==> config.mk <==
export PLATFORM = sky130hd
export DESIGN_NAME = pps_front
export DESIGN_NICKNAME = d
export VERILOG_FILES = /design/src/pps_pkg.sv /design/src/pps_front.sv
export SDC_FILE = /design/constraint.sdc
export NUM_CORES = 1
export LEC_CHECK = 0
export ABC_AREA = 1
export BUFFER_PORTS_ARGS = -buffer_cell sky130_fd_sc_hd__buf_2
export CAP_MARGIN = 15
export CORE_MARGIN = 3
export CORE_UTILIZATION = 48
export DETAILED_ROUTE_END_ITERATION = 12
export PLACE_DENSITY = 0.95
export SYNTH_ARGS = -nofsm -noshare
export SYNTH_HDL_FRONTEND = slang
export SYNTH_SLANG_ARGS = --single-unit
==> constraint.sdc <==
create_clock -name vclk -period 4.8
set_clock_uncertainty 0.05 [all_clocks]
set_input_delay 0.72 -clock vclk [all_inputs]
set_output_delay 0.72 -clock vclk [all_outputs]
set_load 0.02 [all_outputs]
==> src/pps_pkg.sv <==
// ----------------------------------------------------------------------------
// Pure pursuit steering package
// Shared types, constants and the CORDIC angle table of the steering block.
// ----------------------------------------------------------------------------
package pps_pkg;

   localparam int MAX_POINTS   = 256;
   localparam int ADDR_W       = $clog2(MAX_POINTS);
   localparam int CNT_W        = $clog2(MAX_POINTS + 1);
   localparam int CORDIC_STEPS = 16;
   localparam int STEP_W       = $clog2(CORDIC_STEPS);
   localparam int QUEUE_DEPTH  = 4;
   localparam int QPTR_W       = $clog2(QUEUE_DEPTH);
   localparam int QCNT_W       = $clog2(QUEUE_DEPTH + 1);
   localparam int MIN_POINTS   = 2;
   localparam int TGT_W        = 8;
   localparam int STEER_W      = 14;
   localparam int V_W          = 60;
   localparam int Z_W          = 36;
   localparam int M_W          = 48;
   localparam int Q_W          = 31;
   localparam int DIV_STEPS    = 31;

   localparam logic signed [16:0] ANG_PI      = 17'sd12868;
   localparam logic signed [16:0] ANG_HALF_PI = 17'sd6434;
   localparam logic signed [16:0] ANG_TWO_PI  = 17'sd25736;
   localparam logic [15:0]        INV_GAIN    = 16'd39796;
   localparam logic [47:0]        ONE_Q24     = 48'd16777216;
   localparam logic signed [Z_W-1:0] ROUND_HALF = 36'sd131072;
   localparam logic signed [Z_W-1:0] STEER_MAX  = 36'sd6434;

   localparam logic CSR_WHEELBASE = 1'b0;
   localparam logic CSR_SPEED     = 1'b1;

   typedef enum logic [1:0] {
      OP_LOAD,
      OP_RESTART,
      OP_POSE
   } op_type;

   typedef struct packed {
      op_type             op;
      logic signed [31:0] x;
      logic signed [31:0] y;
      logic signed [13:0] angle;
      logic               flip;
   } item_type;

   typedef struct packed {
      logic [15:0] wheelbase;
      logic [15:0] speed;
   } cfg_type;

   typedef struct packed {
      logic signed [STEER_W-1:0] steer;
      logic [15:0]               speed;
      logic [TGT_W-1:0]          tgt;
   } result_type;

   typedef struct packed {
      logic             busy;
      logic [CNT_W-1:0] count;
   } status_type;

   typedef enum logic [4:0] {
      S_IDLE, S_SCAN, S_TGT, S_OFFS, S_ROT, S_ML, S_MH, S_ME, S_VEC,
      S_CHK, S_NORM, S_DIV, S_NUM, S_ATN0, S_ATAN, S_RND, S_OUT
   } back_state_type;

   typedef enum logic [1:0] {
      MS_XE, MS_YE, MS_D
   } mul_sel_type;

   function automatic logic signed [Z_W-1:0] atan_step(input logic [STEP_W-1:0] i);
      logic signed [Z_W-1:0] v;
      case (i)
         0:       v = 36'sd843314857;
         1:       v = 36'sd497837829;
         2:       v = 36'sd263043837;
         3:       v = 36'sd133525159;
         4:       v = 36'sd67021687;
         5:       v = 36'sd33543516;
         6:       v = 36'sd16775851;
         7:       v = 36'sd8388437;
         8:       v = 36'sd4194283;
         9:       v = 36'sd2097149;
         10:      v = 36'sd1048576;
         default: v = (int'(i) <= 30) ? (Z_W'(1) <<< (30 - int'(i))) : '0;
      endcase
      return v;
   endfunction

endpackage

==> src/pps_front.sv <==
// ----------------------------------------------------------------------------
// Pure pursuit front end
// Classifies incoming items and folds the heading into a rotation angle.
// ----------------------------------------------------------------------------
module pps_front import pps_pkg::*; (
   input  logic        req_type,
   input  logic        req_path_first,
   input  logic [31:0] req_coord_x,
   input  logic [31:0] req_coord_y,
   input  logic [15:0] req_heading,
   output item_type    item
);

   logic signed [16:0] a0;
   logic signed [16:0] a1;
   logic signed [16:0] a2;
   logic               flip;
   op_type             op;

   always_comb begin
      a0 = -$signed({req_heading[15], req_heading});
      if (a0 > ANG_PI) begin
         a1 = a0 - ANG_TWO_PI;
      end else if (a0 <= -ANG_PI) begin
         a1 = a0 + ANG_TWO_PI;
      end else begin
         a1 = a0;
      end
      flip = 1'b0;
      a2   = a1;
      if (a1 > ANG_HALF_PI) begin
         a2   = a1 - ANG_PI;
         flip = 1'b1;
      end else if (a1 < -ANG_HALF_PI) begin
         a2   = a1 + ANG_PI;
         flip = 1'b1;
      end
      unique case (req_type)
         1'b0:    op = req_path_first ? OP_RESTART : OP_LOAD;
         default: op = OP_POSE;
      endcase
      item.op    = op;
      item.x     = $signed(req_coord_x);
      item.y     = $signed(req_coord_y);
      item.angle = a2[13:0];
      item.flip  = flip;
   end

endmodule

==> impl_metrics.json <==
{
  "power.switching_uw": 332,
  "area_of_combinational_cells_with_multiple_inputs_um2": 2460,
  "synthesis_to_finish_area_growth_pct": 3.67,
  "antenna_violations_before_repair": 0,
  "path_delay_family": "simple AND/OR/NAND/NOR gates",
  "initial_core_util": 0.507,
  "cts_hold_buf": 0,
  "seq_cells": 0,
  "cp_data_arrival_time_ps": 4140,
  "ys_warn_count": 0,
  "die_height_um": 86.0,
  "critPathMaxStageDelay_ps": 190,
  "worst_slew_pin_slew_ps": 284,
  "yosys.area.top_type": "nand2_1",
  "placeableCoreArea_um2": 6060,
  "finish.utilization": 0.525,
  "synth_fp_nets": 690,
  "post_synth_num_cell_types": 27,
  "starting_drc_count_in_detailed_routing": 692,
  "fin_cells": 669,
  "final.period_utilization": 1.02,
  "dp_worst_setup_slack_ps": 32.9,
  "violated_checks": "setup timing",
  "placement_rows": 28,
  "gr_busiest_metal": "met2",
  "clkbuf_count": 0,
  "drt_drc": 0,
  "timing.critical_path.from_type": "primary input",
  "final_antenna_net_count": 0,
  "min_path_cells": 0,
  "synth_sequential_area_ratio": 0,
  "postSynthCellCount": 603,
  "report.final.slew_viol_count": 0,
  "gr-usage-met1": 0.236,
  "cp-end-kind": "output pin",
  "synth.most_common_cell": "nand2_1",
  "wirelength_um": 10000,
  "drt-wirelength-per-cell_um": 15.0,
  "replace_congestion": 0.962,
  "intPower_uw": 160,
  "grt.met2_usage": 0.345,
  "cellLeakagePower_nw": 1.81,
  "setup_violations": 12,
  "yosys-top-cells-area": "nand2_1 (31%), buf_4 (17%), nand3_1 (12%)",
  "globalRouteOverflowTotal": 0,
  "first_global_vias": 3231,
  "setup_tns_ps": -998,
  "grt_max_degree": 16,
  "slowest_stage": "ha_2",
  "placed_cell_area_um2": 2850,
  "path_class": "in2out",
  "vias": 4133,
  "setup_ws_ps": -111,
  "drv_cap": 0,
  "fmaxAchievable_mhz": 204,
  "crit_path_max_fanout": 9,
  "diodes": 0,
  "required_ps": 4030,
  "most_frequent_cell_on_critical_path": "nand2_1",
  "use_met3": 0.0327,
  "power_density_nw_per_um2": 154,
  "dp.cells": 650,
  "hpwl_dp_um": 6120,
  "vias_per_cell": 6.18,
  "drive_gt1_frac": 0.264,
  "synth.top_cell.area_share": 0.308,
  "final.fill_count": 525,
  "pwr-share-clk": 0,
  "run_status": "complete, but fails checks",
  "register_area_um2": 0,
  "dieWidth_um": 86.0,
  "numPortBuffers": 35,
  "worstSetupPathDepth": 31,
  "syn-mean-instance-area_um2": 5.09,
  "max-slew-margin-rel": 0.811,
  "synth_top_cells_by_count": "nand2_1 (252), nand3_1 (74), buf_4 (69)",
  "netlist_area_um2": 3070,
  "wire_length_of_the_first_global_routing_pass_um": 13100,
  "layout_min_cycle_time_ps": 4910,
  "finalHoldViolCount": 0,
  "netSwitchingFraction": 0.675,
  "design.die.area_um2": 7400,
  "worstPathBufferInverterCount": 7,
  "power.ir.vdd_worst_mv": 0.0943,
  "fin_nets": 683,
  "gate_power_share": 1.000,
  "grt_usage": 0.200,
  "fin_area_um2": 3180,
  "drt_first_pass_iters": 8,
  "min_path_type": "in2out",
  "ioPinCount": 163,
  "seq_power_share": 0
}
## cells by family (layout without fill, tap and decap cells)
| kind of cell | count (synthesis) | count (layout) | share of synthesized area |
|---|---|---|---|
| adder cells (fa/ha/maj) | 5 | 5 | 0.0204 |
| AO/OA/AOI/OAI | 16 | 16 | 0.0285 |
| buffers and inverters | 130 | 119 | 0.256 |
| XOR/XNOR | 14 | 14 | 0.0424 |
| AND/OR/NAND/NOR | 438 | 440 | 0.653 |
## layout by cell type, fill, tap and decap left out, drive strengths merged
| cell type | count |
|---|---|
| xor2 | 14 |
| o21ai | 7 |
| ha | 5 |
| nand2 | 278 |
| nand3b | 1 |
| and2 | 1 |
| nor2 | 61 |
| o2111ai | 1 |
| a21oi | 8 |
| nor3 | 4 |
| nand4 | 10 |
| inv | 55 |
| or2 | 1 |
| clkinv | 1 |
| buf | 63 |
| nand3 | 84 |
## per-layer routing
layer / wire length [um] / up-vias / part of all wire
met1: 3590 / 1793 / 0.36
met4: 594 / 0 / 0.059
li1: - / 1809 / -
met3: 1320 / 109 / 0.13
met5: 0 / - / 0
met2: 4530 / 422 / 0.45
## power by group through the flow
stage | Clock (mW) | Sequential (mW) | Combinational (mW)
2_1_floorplan | 0 | 0 | 0.399
3_3_place_gp | 0 | 0 | 0.412
3_5_place_dp | 0 | 0 | 0.420
4_1_cts | 0 | 0 | 0.421
5_1_grt | 0 | 0 | 0.534
6_report | 0 | 0 | 0.492
## final cells by class
type,count,share of cell area
repair buffers,63,0.128
inverters,55,0.0680
well taps,75,0.0295
repair inverters,1,0.00157
multi-input cells,475,0.773
## path summary, 6_finish.rpt
check	to	startpoint	slack, ps
hold / removal	item[15]	req_coord_y[0]	1390
setup / recovery	item[8]	req_heading[1]	-110
## through the flow
step                      power [mW]  hold WS, ps
final                          0.492         1390
after global routing           0.534         1390
after CTS                      0.421         1390
after detailed placement       0.420         1390
after global placement         0.412         1390
after floorplan                0.399         1470
## what timing repair did
item                                    CTS  global route
buffers inserted                          0            16
resized for setup                         0            55
endpoints found under the setup margin    0            13
Note: power is estimated with default switching activity, not from simulation.
