===== config.mk =====
export PLATFORM = sky130hd
export DESIGN_NAME = pps_queue
export DESIGN_NICKNAME = d
export VERILOG_FILES = /design/src/pps_pkg.sv /design/src/pps_queue.sv
export SDC_FILE = /design/constraint.sdc
export NUM_CORES = 1
export LEC_CHECK = 0
export ABC_AREA = 0
export BUFFER_PORTS_ARGS = -buffer_cell sky130_fd_sc_hd__buf_2
export CAP_MARGIN = 25
export CORE_MARGIN = 3
export CORE_UTILIZATION = 40
export DETAILED_ROUTE_END_ITERATION = 8
export HOLD_SLACK_MARGIN = 0.15
export PLACE_DENSITY = 0.61
export SYNTH_ARGS = -nofsm -noshare
export SYNTH_HDL_FRONTEND = slang
export SYNTH_SLANG_ARGS = --single-unit

===== constraint.sdc =====
create_clock -name clock -period 2.95 [get_ports clock]
set_input_delay 0.295 -clock clock [delete_from_list [all_inputs] [get_ports clock]]
set_output_delay 0.295 -clock clock [all_outputs]
set_load 0.02 [all_outputs]

===== src/pps_pkg.sv =====
// ----------------------------------------------------------------------------
// Pure pursuit steering package
// Shared types, constants and the CORDIC angle table of the steering block.
// ----------------------------------------------------------------------------
package pps_pkg;

   localparam int MAX_POINTS   = 256;
   localparam int ADDR_W       = $clog2(MAX_POINTS);
   localparam int CNT_W        = $clog2(MAX_POINTS + 1);
   localparam int CORDIC_STEPS = 16;
   localparam int STEP_W       = $clog2(CORDIC_STEPS);
   localparam int QUEUE_DEPTH  = 4;
   localparam int QPTR_W       = $clog2(QUEUE_DEPTH);
   localparam int QCNT_W       = $clog2(QUEUE_DEPTH + 1);
   localparam int MIN_POINTS   = 2;
   localparam int TGT_W        = 8;
   localparam int STEER_W      = 14;
   localparam int V_W          = 60;
   localparam int Z_W          = 36;
   localparam int M_W          = 48;
   localparam int Q_W          = 31;
   localparam int DIV_STEPS    = 31;

   localparam logic signed [16:0] ANG_PI      = 17'sd12868;
   localparam logic signed [16:0] ANG_HALF_PI = 17'sd6434;
   localparam logic signed [16:0] ANG_TWO_PI  = 17'sd25736;
   localparam logic [15:0]        INV_GAIN    = 16'd39796;
   localparam logic [47:0]        ONE_Q24     = 48'd16777216;
   localparam logic signed [Z_W-1:0] ROUND_HALF = 36'sd131072;
   localparam logic signed [Z_W-1:0] STEER_MAX  = 36'sd6434;

   localparam logic CSR_WHEELBASE = 1'b0;
   localparam logic CSR_SPEED     = 1'b1;

   typedef enum logic [1:0] {
      OP_LOAD,
      OP_RESTART,
      OP_POSE
   } op_type;

   typedef struct packed {
      op_type             op;
      logic signed [31:0] x;
      logic signed [31:0] y;
      logic signed [13:0] angle;
      logic               flip;
   } item_type;

   typedef struct packed {
      logic [15:0] wheelbase;
      logic [15:0] speed;
   } cfg_type;

   typedef struct packed {
      logic signed [STEER_W-1:0] steer;
      logic [15:0]               speed;
      logic [TGT_W-1:0]          tgt;
   } result_type;

   typedef struct packed {
      logic             busy;
      logic [CNT_W-1:0] count;
   } status_type;

   typedef enum logic [4:0] {
      S_IDLE, S_SCAN, S_TGT, S_OFFS, S_ROT, S_ML, S_MH, S_ME, S_VEC,
      S_CHK, S_NORM, S_DIV, S_NUM, S_ATN0, S_ATAN, S_RND, S_OUT
   } back_state_type;

   typedef enum logic [1:0] {
      MS_XE, MS_YE, MS_D
   } mul_sel_type;

   function automatic logic signed [Z_W-1:0] atan_step(input logic [STEP_W-1:0] i);
      logic signed [Z_W-1:0] v;
      case (i)
         0:       v = 36'sd843314857;
         1:       v = 36'sd497837829;
         2:       v = 36'sd263043837;
         3:       v = 36'sd133525159;
         4:       v = 36'sd67021687;
         5:       v = 36'sd33543516;
         6:       v = 36'sd16775851;
         7:       v = 36'sd8388437;
         8:       v = 36'sd4194283;
         9:       v = 36'sd2097149;
         10:      v = 36'sd1048576;
         default: v = (int'(i) <= 30) ? (Z_W'(1) <<< (30 - int'(i))) : '0;
      endcase
      return v;
   endfunction

endpackage


===== src/pps_queue.sv =====
// ----------------------------------------------------------------------------
// Pure pursuit item queue
// Short first-in first-out queue between the front end and the back end.
// ----------------------------------------------------------------------------
module pps_queue import pps_pkg::*; (
   input  logic     clock,
   input  logic     reset,
   input  logic     push,
   input  item_type push_item,
   input  logic     pop,
   output item_type pop_item,
   output logic     full,
   output logic     empty
);

   item_type          slot_ff [QUEUE_DEPTH];
   logic [QPTR_W-1:0] wr_ptr_ff, wr_ptr_in;
   logic [QPTR_W-1:0] rd_ptr_ff, rd_ptr_in;
   logic [QCNT_W-1:0] cnt_ff, cnt_in;
   logic              do_push;
   logic              do_pop;

   assign full     = (cnt_ff == QCNT_W'(QUEUE_DEPTH));
   assign empty    = (cnt_ff == '0);
   assign do_push  = push && !full;
   assign do_pop   = pop && !empty;
   assign pop_item = slot_ff[rd_ptr_ff];

   always_comb begin
      wr_ptr_in = wr_ptr_ff;
      rd_ptr_in = rd_ptr_ff;
      cnt_in    = cnt_ff;
      if (do_push) begin
         wr_ptr_in = (wr_ptr_ff == QPTR_W'(QUEUE_DEPTH - 1)) ? '0 : wr_ptr_ff + 1'b1;
      end
      if (do_pop) begin
         rd_ptr_in = (rd_ptr_ff == QPTR_W'(QUEUE_DEPTH - 1)) ? '0 : rd_ptr_ff + 1'b1;
      end
      if (do_push && !do_pop) begin
         cnt_in = cnt_ff + 1'b1;
      end else if (do_pop && !do_push) begin
         cnt_in = cnt_ff - 1'b1;
      end
   end

   always_ff @(posedge clock) begin
      if (reset) begin
         wr_ptr_ff <= '0;
         rd_ptr_ff <= '0;
         cnt_ff    <= '0;
      end else begin
         wr_ptr_ff <= wr_ptr_in;
         rd_ptr_ff <= rd_ptr_in;
         cnt_ff    <= cnt_in;
      end
   end

   always_ff @(posedge clock) begin
      if (do_push) begin
         slot_ff[wr_ptr_ff] <= push_item;
      end
   end

endmodule


==> results of run 1 <==
report_power, final:
part           switching [mW]  total [mW]  internal [mW]
sequential              0.170        5.89           5.72
combinational            1.67        2.96           1.29
clock                    1.69        4.26           2.56
total                    3.53        13.1           9.57
kinds of logic (layout without fill, tap and decap cells):
group | count (synthesis) | after routing | share of synthesized area (%)
flip-flops | 333 | 333 | 81.5
multiplexers | 83 | 83 | 15.2
buffers and inverters | 25 | 332 | 1.21
AND/OR/NAND/NOR | 16 | 16 | 0.772
adder cells (fa/ha/maj) | 7 | 7 | 0.782
AO/OA/AOI/OAI | 7 | 7 | 0.412
XOR/XNOR | 2 | 2 | 0.144
other | 0 | 1 | 0
cells in the mapped netlist:
cell      count
a21oi_1       3
and3_2        4
buf_1         1
buf_2         9
buf_4         8
buf_6         1
clkbuf_1      1
clkinv_4      1
dfxtp_1       9
edfxtp_1    324
fa_1          1
ha_1          6
inv_1         4
mux2i_1       2
mux4_2       81
nand2_1       1
nand3_1       2
nor2_1        3
nor2_2        1
nor3_1        2
o21ai_0       1
o21ai_1       1
o31ai_2       2
or3_1         1
or3_2         1
or3b_1        1
xor2_1        2
layout make-up:
| class | count | area, µm² |
|---|---|---|
| inverters | 5 | 23.8 |
| fillers | 2332 | 14300 |
| well taps | 390 | 488 |
| clock buffers | 45 | 923 |
| multi-input cells | 115 | 2120 |
| flip-flops and latches | 333 | 9920 |
| clock inverters | 17 | 186 |
| repair buffers | 265 | 1870 |
| diodes | 1 | 2.50 |
sequential cells by signal, indices dropped and copies added (netlist names), named ones only:
name	count
wr_ptr_ff	2
slot_ff	324
rd_ptr_ff	2
cnt_ff	3
stage by stage:
step	power, mW	hold WS (ns)	utilization, %	instances
2_1_floorplan	7.93	0.394	-	473
3_3_place_gp	8.88	0.504	45.6	1025
3_5_place_dp	8.94	0.512	45.6	1025
4_1_cts	13.3	0.183	52.1	1170
5_1_grt	13.7	0.210	52.1	1170
6_report	13.1	0.204	52.1	1171
layout by cell type (no fill, tap or decap):
| master | netlist | layout |
|---|---|---|
| ha_1 | 6 | 6 |
| a21oi_1 | 3 | 3 |
| nor2_1 | 3 | 3 |
| buf_2 | 9 | 167 |
| clkinv_1 | 0 | 5 |
| nand2_1 | 1 | 1 |
| buf_12 | 0 | 7 |
| edfxtp_1 | 324 | 324 |
| dlygate4sd3_1 | 0 | 83 |
| and3_4 | 0 | 4 |
| dfxtp_1 | 9 | 7 |
| mux4_2 | 81 | 81 |
| or3b_1 | 1 | 1 |
| inv_1 | 4 | 4 |
| clkinv_2 | 0 | 6 |
| clkbuf_1 | 1 | 9 |
| clkbuf_16 | 0 | 35 |
| nor3_1 | 2 | 2 |
| bufinv_16 | 0 | 4 |
| inv_6 | 0 | 2 |
| o21ai_1 | 1 | 1 |
| diode_2 | 0 | 1 |
| nor2_2 | 1 | 1 |
| dfxtp_4 | 0 | 2 |
| or3_1 | 1 | 1 |
| buf_4 | 8 | 8 |
| nand3_1 | 2 | 2 |
| o21ai_0 | 1 | 1 |
| fa_1 | 1 | 1 |
| mux2i_1 | 2 | 2 |
| or3_2 | 1 | 1 |
| xor2_1 | 2 | 2 |
| clkinv_4 | 1 | 1 |
| o31ai_2 | 2 | 2 |
| clkbuf_8 | 0 | 1 |
path summary, 6_finish.rpt:
kind / startpoint / end / cells past startpoint
min reg2reg: rd_ptr_ff[0] / register / 2
max reg2reg: cnt_ff[0] / cnt_ff[2] / 9
max: cnt_ff[0] / cnt_ff[2] / 9
min: pop / register / 4
layer usage:
layer	global-route usage, %	wire length, µm
met3	3.45	1240
met2	24.2	11800
met4	4.57	628
met5	0	9
met1	18.6	9720
critical path, delay by kind of cell, from the launching register on:
kind	cells	cell delay, ns
AOI/OAI and AO/OA	1	0.14
buffers and inverters	2	0.16
xor gates and xnor gates	1	0.18
DFF	1	0.45
and+or+nand+nor	3	0.89
adders and majority gates	2	0.59
==> key figures, run 1 <==
Floorplan
  • Die ar.: 32500 µm²
  • Core Rows: 63
  • Die height: 180 µm
  • # IOs: 168
  • Die width: 180 µm
  • Starting Density: 40.8%
  • Core Area: 29800 µm²

Worst setup path
  • Crit-path slowest cell: dfxtp_1
  • CP endpoint kind: register
  • Required time of the worst setup path: 3.39 ns
  • Crit-path cells: or3b_1, clkinv_4, nor2_2, ha_1, inv_1, fa_1, xor2_1, or3_2, a21oi_1
  • Critical-path maximum fanout: 7
  • WP data arrival: 2.90 ns
  • Flop2flop setup slack: 0.49 ns
  • Worst Setup Start Kind: register
  • WS Path Type: register to register
  • CP max stage delay: 0.45 ns

Outcome
  • Status: finished clean

Timing
  • Setup TNS: 0 ns
  • Final setup violating endpoints: 0
  • Fin. Hold Viols: 0
  • Slew headroom: 67.5%
  • Setup WS post-layout: 0.489 ns
  • FMAX: 406 MHz
  • Final period util: 83.4%
  • Slew Limit Fails: 0
  • Tmin final: 2.46 ns
  • Slew at the pin closest to its max-slew limit: 0.488 ns
  • Final Skew: 0.0130 ns
  • RSZ-0062 raised after global routing: false

Synthesis
  • Syn Nets: 565
  • Warnings, synthesis: 0
  • #FFs+latches synth: 333
  • Library cells used by synthesis: 27
  • Yosys top cell area share: 80.0%
  • Sequential element share of the synthesized area: 81.5%
  • Avg Cell Area, Syn: 25.7 µm²
  • Ranking of synthesized cells by area: edfxtp_1 80%, mux4_2 15%, dfxtp_1 1.5%, ha_1 0.62%, buf_4 0.49%
  • Cells after synthesis: 473
  • Leading area contributor after synthesis: edfxtp_1
  • Mapped cell area: 12200 µm²

Pwr
  • VDD IR max: 0.468 mV
  • Leakage power: 5.27 nW
  • P per Cell Area: 844 nW/µm²

Clocking
  • Clk buf depth: 3
  • Max H-tree Level: 2
  • Total CTS buffers: 35
  • TritonCTS clock tree: built
  • Worst-path clk slew: 0.06 ns
  • Postcts setup bufs: 0
  • Clock latency on the worst-skew pair: 0.50 ns
  • CTS sink cnt: 333
  • Root Driver: clkbuf_16
  • Cts repair resizes: 0
  • Post-CTS Hold Buffers: 83

Placed design
  • Worst slack at placement: 0.522 ns
  • Number of buffers added on ports: 167
  • Area after DPL: 13600 µm²
  • Detailed placer's ending HPWL: 14100 µm
  • Gpl congestion: 0.745

Drt
  • Drt drc: 0
  • TritonRoute pass-1 iters: 5
  • Final ANT Viol Nets: 0
  • Drt wl/cell: 20.0 µm
  • WL final: 23400 µm
  • Via count: 5844
  • Via density: 4.99
  • DRT iter0 DRCs: 342

Finish
  • Design Area, Final: 15500 µm²
  • Area Overhead vs Synth: 27.7%
  • Nets: 847
  • Share of layout cells above drive strength 1: 41.3%

Global routing
  • First-pass GRT wire length: 36900 µm
  • Vias in the first global route: 6531
  • Global route overflow: 0
  • Largest net degree at the start of global routing: 41
  • Initial antenna violation count: 1
  • Tot GR Track Use: 14.4%

Job
  • Number of max-cap violations: 0

Hold path
  • Min-Delay Path Class: input port to register
Power figures use the tool's default switching activity.
==> run 2, diff against run 1 <==
clock period = 2.55 ns   (was 2.95 ns; I/O delays follow)
==> run 2 against run 1 <==
  * Worst hold slack gained 0.29 ns
  * Sequential share of layout area shrank 0.68 points
  * Global-route usage shrank 0.17 points
  * Total power grew 19%
  * Clock skew grew 0.0062 ns
  * Die area is the same
  * First-iteration DRC count shrank 11%
  * Clock power grew 26%
  * Register-to-register slack lost 0.30 ns
  * Critical endpoint unchanged
  * Largest cell class unchanged
==> key figures, run 2 (synthesis results as in run 1) <==
Pwr
  • Leakage power: 5.34 nW (+1.4%)
  • VDD IR max: 0.770 mV (+65%)
  • Clock power frac: 34.3% (+1.8 points)
  • Internal Dissipation: 11.5 mW (+20%)
  • Reg power frac: 43.6% (-1.4 points)
  • P per Cell Area: 995 nW/µm² (+18%)
  • Switching power: 4.08 mW (+16%)
  • Comb pwr share: 22.1% (-0.5 points)
  • Sw frac: 26.2% (-0.81 points)

Finish
  • Nets: 849 (+0.24%)
  • Most common cell after layout, fill and taps aside: edfxtp_1
  • Share of layout cells above drive strength 1: 41.6% (+0.35 points)
  • Area Overhead vs Synth: 29.1%
  • Filler instances: 2328 (-0.17%)
  • Largest registers: slot_ff: 324 flops, cnt_ff: 3 flops
  • Register name with the most flops: slot_ff
  • Footprint of the multi-input gates: 2120 µm² (+0.12%)
  • Register area: 9920 µm² (unchanged)
  • Max reg flops: 324 (unchanged)
  • Commonest non-fill, non-tap cells in the layout: 324 x edfxtp_1, 167 x buf_2, 84 x dlygate4sd3_1
  • # diodes: 0 (-1)
  • Fin cells: 1173 (+0.17%)

Hold path
  • Hold path startpoint: rd_ptr_ff[0]
  • Min-Delay Path Class: register to register

Placed design
  • Number of buffers added on ports: 167 (unchanged)
  • Worst slack at placement: 0.0917 ns (-0.430 ns)
  • Dpl cells: 1024 (-0.098%)
  • Detailed placer's ending HPWL: 13200 µm (-6.3%)
  • Gpl congestion: 0.775 (+4.0%)

Timing
  • Setup WS post-layout: 0.191 ns (-0.298 ns)
  • Fin. Hold Viols: 0 (unchanged)
  • Tmin final: 2.36 ns (-0.102 ns)
  • Setup TNS: 0 ns (unchanged)
  • Final setup violating endpoints: 0 (unchanged)
  • RSZ-0062 raised after global routing: false
  • FMAX: 424 MHz (+4.3%)
  • Slew headroom: 70.3% (+2.8 points)
  • Slew Limit Fails: 0 (unchanged)
  • Slew at the pin closest to its max-slew limit: 0.445 ns (-0.0426 ns)
  • Final Skew: 0.0192 ns (+0.00616 ns)
  • Final period util: 92.5% (+9.1 points)

Drt
  • Final ANT Viol Nets: 0 (unchanged)
  • Drt wl/cell: 19.4 µm (-2.8%)
  • TritonRoute pass-1 iters: 4 (-1)
  • DRT iter0 DRCs: 304 (-11%)
  • WL final: 22800 µm (-2.7%)
  • Via density: 5.02 (+0.50%)
  • Via count: 5883 (+0.67%)
  • Drt drc: 0 (unchanged)

Clocking
  • TritonCTS clock tree: built
  • Max H-tree Level: 2 (unchanged)
  • Clock latency on the worst-skew pair: 0.50 ns (about the same)
  • Worst-path clk slew: 0.06 ns (about the same)
  • Total CTS buffers: 37 (+5.7%)
  • CTS sink cnt: 333 (unchanged)
  • Clk buf depth: 3 (unchanged)
  • Root Driver: clkbuf_16

Worst setup path
  • Setup crit start: cnt_ff[0]
  • Required time of the worst setup path: 2.98 ns (-0.41 ns)
  • Critical-path maximum fanout: 7 (unchanged)
  • CP endpoint kind: register
  • WS Path Type: register to register
  • Worst Setup Start Kind: register
  • WP data arrival: 2.79 ns (-0.11 ns)
  • Reg2Reg Depth: 9 (unchanged)
  • Flop2flop setup slack: 0.19 ns (-0.30 ns)
  • Critical path destination: cnt_ff[2]
  • RR Startpoint: cnt_ff[0]
  • Crit Reg-Reg Endpoint: cnt_ff[2]

Global routing
  • Largest net degree at the start of global routing: 56 (+37%)
  • GR Util met1: 18.1% (-0.43 points)
  • Global route overflow: 0 (unchanged)
  • Initial antenna violation count: 1 (unchanged)
  • GR peak layer: met2
  • First-pass GRT wire length: 36500 µm (-1.2%)
  • Tot GR Track Use: 14.2% (-0.17 points)
  • Met2 usage: 24.4% (+0.21 points)
  • Vias in the first global route: 6557 (+0.40%)
  • Grt met3 use: 3.61% (+0.16 points)

Job
  • Number of max-cap violations: 0 (unchanged)

Floorplan
  • Die width: 180 µm (unchanged)
  • Die height: 180 µm (unchanged)
  • Core Area: 29800 µm² (unchanged)
  • Die ar.: 32500 µm² (unchanged)
  • Starting Density: 40.8% (unchanged)
  • # IOs: 168 (unchanged)
  • Core Rows: 63 (unchanged)

Outcome
  • Status: finished clean
[run 2: power by group through the flow]
stage / registers (mW) / clock network (mW) / logic, mW
after global routing: 6.85 / 5.75 / 3.73
after floorplan: 6.83 / 0 / 2.34
after CTS: 6.81 / 5.51 / 3.55
final: 6.80 / 5.36 / 3.45
after detailed placement: 6.92 / 0 / 3.43
after global placement: 6.87 / 0 / 3.41
[run 2: through the flow]
| stage | utilization, % | hold slack, ns | cell area, µm² | power [mW] |
|---|---|---|---|---|
| after detailed placement | 45.6 | 0.471 | 13600 | 10.3 |
| after floorplan | - | 0.354 | 12200 | 9.18 |
| final | 52.7 | 0.497 | 15700 | 15.6 |
| after global routing | 52.7 | 0.483 | 15700 | 16.3 |
| after global placement | 45.6 | 0.464 | 13600 | 10.3 |
| after CTS | 52.7 | 0.471 | 15700 | 15.9 |
[run 2: worst min path at each step]
stage	to	cells past startpoint	slack, ns
after CTS	slot_ff[0][37]	2	0.47
after detailed placement	slot_ff[0][38]	1	0.47
final	register	2	0.50
after global routing	slot_ff[3][16]	2	0.48
after global placement	slot_ff[0][69]	1	0.46
after floorplan	slot_ff[0][0]	0	0.35
[run 2: timing repair]
| item | 4_1_cts | 5_1_grt |
|---|---|---|
| gates resized for setup | 0 | 1 |
| setup endpoints to repair | 0 | 1 |
| hold buffers | 84 | 0 |
| buffers inserted | 0 | 0 |
| endpoints found under the hold margin | 333 | 0 |
[run 2: layout make-up]
type	instances	area share, %
Sequential cell	333	63.2
Tap cell	390	3.11
Inverter	5	0.152
Multi-Input combinational cell	115	13.5
Clock inverter	19	1.58
Clock buffer	46	6.39
Timing Repair Buffer	265	12.1
[run 2: critical path, stage by stage, from the launching register on]
cell      delay [ns]
dfxtp_1         0.46
or3b_4          0.25
clkinv_4        0.07
nor2_2          0.13
ha_1            0.20
inv_1           0.06
fa_1            0.38
xor2_1          0.17
or3_2           0.40
a21oi_1         0.17
[run 2: metal layers]
layer | share of wire [%] | wire length, µm | vias to the layer above
met1 | 41 | 9270 | 3079
met4 | 1.9 | 432 | 2
met5 | 0.057 | 13 | -
met3 | 5.6 | 1270 | 37
li1 | - | - | 2609
met2 | 52 | 11800 | 156
==> run 3, diff against run 2 <==
CTS_BUF_LIST = sky130_fd_sc_hd__clkbuf_4 sky130_fd_sc_hd__clkbuf_8   (was unset)
CTS_CLUSTER_SIZE = 8   (was unset)
==> run 3 against run 2 <==
  * Die area did not move
  * Worst setup slack gained 0.010 ns
  * Via count rose by 1.4%
  * Clock skew rose by 0.0025 ns
  * Final area down 1.9%
  * Non-clock buffer count rose by 1
  * Clock-buffer cell count up 24
  * Utilization decreased by 1.0 points
  * Register-to-register slack barely moved
  * Sequential share of layout area grew 1.2 points
  * Largest cell class unchanged
==> key figures, run 3 (synthesis results as in run 1) <==
Timing
  • Fin. Hold Viols: 0 (unchanged)
  • Slew at the pin closest to its max-slew limit: 0.416 ns (-0.0294 ns)
  • RSZ-0062 raised after global routing: false
  • Slew Limit Fails: 0 (unchanged)
  • Setup WS post-layout: 0.202 ns (+0.0103 ns)
  • Final hold slack: 0.448 ns (-0.0489 ns)
  • Final period util: 92.1% (-0.40 points)
  • Final setup violating endpoints: 0 (unchanged)
  • Setup TNS: 0 ns (unchanged)
  • FMAX: 426 MHz (+0.44%)
  • Tmin final: 2.35 ns (-0.0103 ns)
  • Final Skew: 0.0216 ns (+0.00250 ns)
  • Slew headroom: 72.3% (+2.0 points)

Drt
  • WL final: 23400 µm (+2.8%)
  • TritonRoute pass-1 iters: 4 (unchanged)
  • Drt drc: 0 (unchanged)
  • DRT iter0 DRCs: 336 (+11%)
  • Via count: 5963 (+1.4%)
  • Via density: 4.99 (-0.42%)
  • Drt wl/cell: 19.6 µm (+1.0%)
  • Final ANT Viol Nets: 0 (unchanged)

Pwr
  • Pwr Total: 14.3 mW (-8.4%)
  • Internal Dissipation: 10.3 mW (-11%)
  • Clock power frac: 28.2% (-6.1 points)
  • Reg power frac: 47.5% (+3.9 points)
  • Sw frac: 28.0% (+1.9 points)
  • Leakage power: 5.23 nW (-2.1%)
  • VDD IR max: 0.447 mV (-42%)
  • P per Cell Area: 929 nW/µm² (-6.5%)
  • Switching power: 4.01 mW (-1.8%)
  • Comb pwr share: 24.3% (+2.2 points)

Floorplan
  • Core Rows: 63 (unchanged)
  • Die height: 180 µm (unchanged)
  • Die width: 180 µm (unchanged)
  • # IOs: 168 (unchanged)
  • Die ar.: 32500 µm² (unchanged)
  • Starting Density: 40.8% (unchanged)
  • Core Area: 29800 µm² (unchanged)

Global routing
  • Vias in the first global route: 6728 (+2.6%)
  • Initial antenna violation count: 1 (unchanged)
  • Largest net degree at the start of global routing: 56 (unchanged)
  • First-pass GRT wire length: 37100 µm (+1.6%)
  • Tot GR Track Use: 14.5% (+0.27 points)
  • Global route overflow: 0 (unchanged)

Clocking
  • Clk buf depth: 3 (unchanged)
  • TritonCTS clock tree: built
  • Total CTS buffers: 53 (+43%)
  • Worst-path clk slew: 0.06 ns (about the same)
  • Max H-tree Level: 2 (unchanged)
  • Root Driver: clkbuf_8
  • Clock latency on the worst-skew pair: 0.56 ns (+0.06 ns)
  • CTS sink cnt: 333 (unchanged)

Finish
  • Area Overhead vs Synth: 26.6%
  • Fin cells: 1194 (+1.8%)
  • Most common cell after layout, fill and taps aside: edfxtp_1
  • Share of layout cells above drive strength 1: 43.8% (+2.1 points)
  • Register name with the most flops: slot_ff
  • Footprint of the multi-input gates: 2120 µm² (unchanged)
  • Nets: 866 (+2.0%)
  • # diodes: 0 (unchanged)
  • Design Area, Final: 15400 µm² (-1.9%)
  • Commonest non-fill, non-tap cells in the layout: 324 x edfxtp_1, 167 x buf_2, 84 x dlygate4sd3_1
  • Final design utilization: 51.6% (-1.0 points)
  • Filler instances: 2359 (+1.3%)
  • Largest registers: slot_ff: 324 flops, cnt_ff: 3 flops
  • Max reg flops: 324 (unchanged)
  • Register area: 9920 µm² (unchanged)

Worst setup path
  • Required time of the worst setup path: 3.04 ns (+0.06 ns)
  • Worst Setup Start Kind: register
  • WP data arrival: 2.84 ns (+0.05 ns)
  • Critical-path maximum fanout: 7 (unchanged)
  • WS Path Type: register to register
  • CP endpoint kind: register

Outcome
  • Status: finished clean

Placed design
  • Area after DPL: 13600 µm² (unchanged)
  • Detailed placer's ending HPWL: 13200 µm (unchanged)
  • Gpl congestion: 0.775 (unchanged)
  • Number of buffers added on ports: 167 (unchanged)
  • Worst slack at placement: 0.0917 ns (unchanged)
  • Dpl cells: 1024 (unchanged)

Hold path
  • Min-Delay Path Class: input port to register

Job
  • Number of max-cap violations: 0 (unchanged)
## run 3: changes by cell type in the layout (fill, tap and decap cells not counted), sizes merged
cell	delta
buf	+1
bufinv	-6
clkbuf	+24
clkinv	+2
clkinvlp	+2
inv	-2
## run 3: path summary, 6_finish.rpt
check	cells after the start	slack, ns	to	start
setup / recovery	9	0.20	cnt_ff[2]	cnt_ff[0]
hold / removal	2	0.45	slot_ff[3][25]	push_item[25]
setup reg to reg	9	0.20	cnt_ff[2]	cnt_ff[0]
hold reg to reg	2	0.51	rd_ptr_ff[0]	rd_ptr_ff[0]
## run 3: power by group through the flow
stage / logic, mW / clock network [mW] / registers, mW
floorplan: 2.34 / 0 / 6.83
detailed placement: 3.43 / 0 / 6.92
global route: 3.76 / 4.46 / 6.84
finish: 3.48 / 4.03 / 6.79
global placement: 3.41 / 0 / 6.87
CTS: 3.55 / 4.18 / 6.81
## run 3: per-layer routing
metal  routed length (µm)  track usage [%]
met1                 9530             18.2
met2                11900             24.5
met3                 1500             4.16
met4                  485             4.48
met5                   13                0
## run 3: timing repair
action / 4_1_cts / 5_1_grt
gates resized for setup: 0 / 1
hold buffers: 84 / 0
hold endpoints to repair: 333 / 0
setup endpoints to repair: 0 / 2
buffers inserted: 0 / 1
## run 3: worst max-delay path, cell delays in order (launching register included)
cell and delay, ns:
dfxtp_1 0.46, or3b_4 0.25, clkinv_4 0.07, nor2_2 0.13
ha_1 0.20, inv_1 0.06, fa_1 0.38, xor2_1 0.17
or3_2 0.40, a21oi_1 0.17
## run 3: cell type report
cell class | count | share of cell area (%)
Multi-Input combinational cell | 115 | 13.8
Timing Repair Buffer | 266 | 12.4
Tap cell | 390 | 3.17
Clock inverter | 15 | 0.480
Sequential cell | 333 | 64.4
Clock buffer | 70 | 5.57
Inverter | 5 | 0.154
